[src/orsat_pkg.sv]
`timescale 1ns / 1ps
package orsat_pkg;

	localparam int ANG_BITS   = 16;
	localparam int HALF_BITS  = 22;
	localparam int Q15_BITS   = 16;
	localparam int AXIS_BITS  = Q15_BITS + 1;
	localparam int CX_BITS    = 34;
	localparam int Z_BITS     = 34;
	localparam int ATAN_N     = 24;
	localparam logic signed [CX_BITS-1:0] GAIN_Q30 = 34'sd652032874;

	function automatic logic signed [Z_BITS-1:0] atan_turn(input logic [4:0] i);
		logic signed [Z_BITS-1:0] r;
		unique case (i)
			5'd0:  r = 34'sh20000000;
			5'd1:  r = 34'sh12E4051E;
			5'd2:  r = 34'sh09FB385B;
			5'd3:  r = 34'sh051111D4;
			5'd4:  r = 34'sh028B0D43;
			5'd5:  r = 34'sh0145D7E1;
			5'd6:  r = 34'sh00A2F61E;
			5'd7:  r = 34'sh00517C55;
			5'd8:  r = 34'sh0028BE53;
			5'd9:  r = 34'sh00145F2F;
			5'd10: r = 34'sh000A2F98;
			5'd11: r = 34'sh000517CC;
			5'd12: r = 34'sh00028BE6;
			5'd13: r = 34'sh000145F3;
			5'd14: r = 34'sh0000A2FA;
			5'd15: r = 34'sh0000517D;
			5'd16: r = 34'sh000028BE;
			5'd17: r = 34'sh0000145F;
			5'd18: r = 34'sh00000A30;
			5'd19: r = 34'sh00000518;
			5'd20: r = 34'sh0000028C;
			5'd21: r = 34'sh00000146;
			5'd22: r = 34'sh000000A3;
			5'd23: r = 34'sh00000051;
			default: r = '0;
		endcase
		return r;
	endfunction

	typedef struct packed {
		logic signed [CX_BITS-1:0] x;
		logic signed [CX_BITS-1:0] y;
		logic signed [Z_BITS-1:0]  z;
		logic [1:0]                quad;
	} orsat_rot_t;

endpackage

[src/orsat_cell.sv]
`timescale 1ns / 1ps
module orsat_cell import orsat_pkg::*; #(
	parameter int STEP = 0
) (
	input  logic       clk,
	input  logic       en,
	input  orsat_rot_t a_in,
	input  orsat_rot_t b_in,
	output orsat_rot_t a_out,
	output orsat_rot_t b_out
);

	function automatic orsat_rot_t rot(input orsat_rot_t v);
		orsat_rot_t r;
		logic signed [CX_BITS-1:0] xs, ys;
		xs = v.x >>> STEP;
		ys = v.y >>> STEP;
		r = v;
		if (!v.z[Z_BITS-1]) begin
			r.x = v.x - ys;
			r.y = v.y + xs;
			r.z = v.z - atan_turn(5'(STEP));
		end else begin
			r.x = v.x + ys;
			r.y = v.y - xs;
			r.z = v.z + atan_turn(5'(STEP));
		end
		return r;
	endfunction

	always_ff @(posedge clk) begin
		if (en) begin
			a_out <= rot(a_in);
			b_out <= rot(b_in);
		end
	end

endmodule

[config.mk]
export PLATFORM = sky130hd
export DESIGN_NAME = orsat_cell
export DESIGN_NICKNAME = d
export VERILOG_FILES = /design/src/orsat_pkg.sv /design/src/orsat_cell.sv
export SDC_FILE = /design/constraint.sdc
export NUM_CORES = 1
export LEC_CHECK = 0
export BUFFER_PORTS_ARGS = -buffer_cell sky130_fd_sc_hd__buf_2
export CAP_MARGIN = 20
export CORE_MARGIN = 8
export CORE_UTILIZATION = 55
export DETAILED_ROUTE_END_ITERATION = 7
export PLACE_DENSITY = 0.92
export SYNTH_ARGS = -nofsm -noshare
export SYNTH_HDL_FRONTEND = slang
export SYNTH_SLANG_ARGS = --single-unit
[constraint.sdc]
create_clock -name clk -period 4.3 [get_ports clk]
set_clock_uncertainty 0.15 [all_clocks]
set_input_delay 0.86 -clock clk [delete_from_list [all_inputs] [get_ports clk]]
set_output_delay 0.86 -clock clk [all_outputs]
set_load 0.03 [all_outputs]
==> impl_metrics.ini <==
[run_status]
status = finished, final reports clean

[sta]
post-route-min-period_ps = 4080
worst_slew_margin_rel = 0.376
hold_viol = 0
max_freq_mhz = 245
fin_tns_setup_ps = 0
setup_viol = 0
final_critical_path_share_of_the_clock_period = 0.950
setup_repair_after_global_routing_missed_its_margin = no
report.final.slew_viol_count = 0
worst-slew-pin-transition_ps = 936

[synthesis]
synth_top_family_by_area = compound AO/OA/AOI/OAI gates
synth.mux.area_fraction = 0.0189
share_of_synthesized_area_occupied_by_flip_flops_and_latches = 0.343
synth_seq_cells = 206
synth_compound_gate_area_share = 0.239
syn-mean-instance-area_sq_um = 9.01
post_synth_num_cell_types = 82
async_flop_share = 0
synth_ff_type = edfxtp_1
number_of_synthesized_flops_with_an_enable_pin = 206
synthesis.area_sq_um = 18000
synthesis.instances = 2002
synth-adder-area-share = 0.150
synth_fp_nets = 2424
yosys.area_share.xor_xnor = 0.0646
synth_warnings = 0
synth_simple_gate_area_frac = 0.119

[grt]
grt_max_degree = 86
grt_util_all_layers = 0.324
first_global_vias = 17800
antenna_found_initial = 9
gr-total-overflow = 0
global_route_wire_length_before_repair_um = 100000

[clock_tree]
clock_sink_count = 206
clock_tree_from_tritoncts = done
postCtsHoldBufs = 0
worst_setup_hold_path_clk_slew_ps = 60
ctsRootBufferMaster = clkbuf_16
cts_setup_buffers = 0
ctsLongestPathBuffers = 3
ctsHtreeMaxLevel = 1
post_cts_resized = 0
numCtsBuffers = 24

[floorplanning]
floorplan.rows = 66
core_area_sq_um = 32500
top_level_port_count = 418
die_area_sq_um = 38800
floorplan.die.width_um = 197
floorplan.initialDensity = 0.556
die_h_um = 197

[drt]
first_iter_violations = 1677
via_count = 17900
drtPass1Iterations = 6
avgRoutedWirePerCell_um = 22.6
drc = 0
remaining_antenna_violation_count = 0
routed_via_density = 6.10
routed_wl_um = 66000

[power]
fin_total_pwr_w = 0.00777
p_leak_nw = 9.96
worst_voltage_drop_across_the_vdd_grid_mv = 0.286
powerDensity_nw_per_um2 = 355

[min_path]
hold_path_class = in2reg

[final_layout]
fin_nets = 2883
layout.cells.most_common_list = 416 x buf_2, 227 x a21oi_1, 206 x edfxtp_1
layout-area-overhead-vs-synth_pct = 21.2
design_area_sq_um = 21900
mostFrequentLayoutCell = buf_2
post_route_cells_drive_above_1_share = 0.240
utilization = 0.674
fill_cells = 2621

[setup_path]
timing.critical_path.from = b_in[36]
critPathMostFrequentCell = a311oi_1
type_of_the_setup_path_with_the_least_slack = in2reg
critPathRequiredTime_ps = 4420
critical_path.endpoint_type = flop
crit_end = b_out[62]
cp_slowest_cell = a311oi_1
cpLargestDelayFamily = compound AO/OA/AOI/OAI gates
crit_chain = buf_2, ha_1, fa_1, nor3b_1, o311ai_1, a311oi_1, a311oi_1, a31oi_1, a211oi_1, o211ai_1, a21boi_1, xnor2_1
crit_path_max_incr_delay_ps = 580
crit_fanout = 3
path_buf_inv = 1
cp_data_arrival_time_ps = 4210
worst-path-stages = 12
critical_path.startpoint_type = primary input

[job]
max-cap-violations = 0

[placement]
finalWeightedCongestion = 1.01
port-buffer-count = 417
detailedPlacementHpwl_um = 53100
postPlaceCellArea_sq_um = 21100
[through the flow]
stage	setup slack [ps]	instances	hold slack (ps)
final	217	2927	346
after floorplan	574	2002	809
after global placement	-54.0	2877	886
after detailed placement	-243	2877	888
after CTS	294	2921	321
after global routing	96.6	2927	331
[how the worst min path moves through the flow]
stage	start	endpoint	slack, ps	cells past startpoint
6_report	b_in[18]	b_out[18]	350	1
5_1_grt	a_in[6]	a_out[6]	330	1
4_1_cts	b_in[8]	b_out[8]	320	1
3_5_place_dp	a_in[26]	a_out[26]	890	1
3_3_place_gp	b_in[1]	b_out[1]	890	1
2_1_floorplan	a_in[0]	a_out[0]	810	0
[Yosys cell counts (14+ instances only)]
master | number | share of area
o211ai_1 | 20 | 0.0083
o31ai_1 | 23 | 0.0096
nand3_1 | 29 | 0.0080
nor2b_1 | 20 | 0.0069
nand2_1 | 101 | 0.021
nor3_1 | 35 | 0.0097
a21oi_1 | 227 | 0.063
a21o_1 | 39 | 0.016
buf_2 | 14 | 0.0039
and3_1 | 18 | 0.0062
o21a_1 | 18 | 0.0075
edfxtp_1 | 206 | 0.34
a211oi_1 | 22 | 0.0092
mux2i_1 | 33 | 0.018
nand2b_1 | 22 | 0.0076
o21ai_0 | 138 | 0.038
inv_1 | 205 | 0.043
xnor2_1 | 108 | 0.052
nor2_1 | 143 | 0.030
o21bai_1 | 48 | 0.020
clkbuf_1 | 53 | 0.011
xor2_1 | 25 | 0.012
a31oi_1 | 21 | 0.0073
nand4_1 | 20 | 0.0069
ha_1 | 204 | 0.14
[final cells by class]
type | instances | area [sq um] | share of cell area
repair buffers | 523 | 2900 | 0.133
clock inverters | 17 | 148 | 0.00675
multi-input cells | 1497 | 10700 | 0.488
clock buffers | 27 | 612 | 0.0280
inverters | 209 | 785 | 0.0359
flip-flops and latches | 206 | 6190 | 0.283
diodes | 6 | 15.0 | 0.000687
well taps | 442 | 553 | 0.0253
[where the power goes]
group | switching [W] | total (W) | internal (W)
registers | 0.0000975 | 0.00269 | 0.00259
clock network | 0.000895 | 0.00200 | 0.00111
logic | 0.00205 | 0.00308 | 0.00103
total | 0.00305 | 0.00777 | 0.00473
[sequential cells by signal, summed over array words and instances (netlist names)]
name / cells
b_out: 103
a_out: 103
[logic make-up (layout without fill, tap and decap cells)]
group | count (synthesis) | in the layout
adders and majority gates | 212 | 212
xor gates and xnor gates | 133 | 133
other | 0 | 6
AOI/OAI and AO/OA | 671 | 671
and+or+nand+nor | 447 | 447
DFF | 206 | 206
muxes | 34 | 34
buffers and inverters | 299 | 776
[routing by layer]
metal  wire [um]  share of wire  global-route usage  vias up
met1       24600           0.37               0.380     8480
met4        3180          0.048               0.147        6
li1            -              -                   -     8143
met3        6310          0.096              0.0685      182
met2       31900           0.48               0.562     1043
met5          38        0.00058                   0        -
No activity file was read; power rests on OpenSTA's default activity.
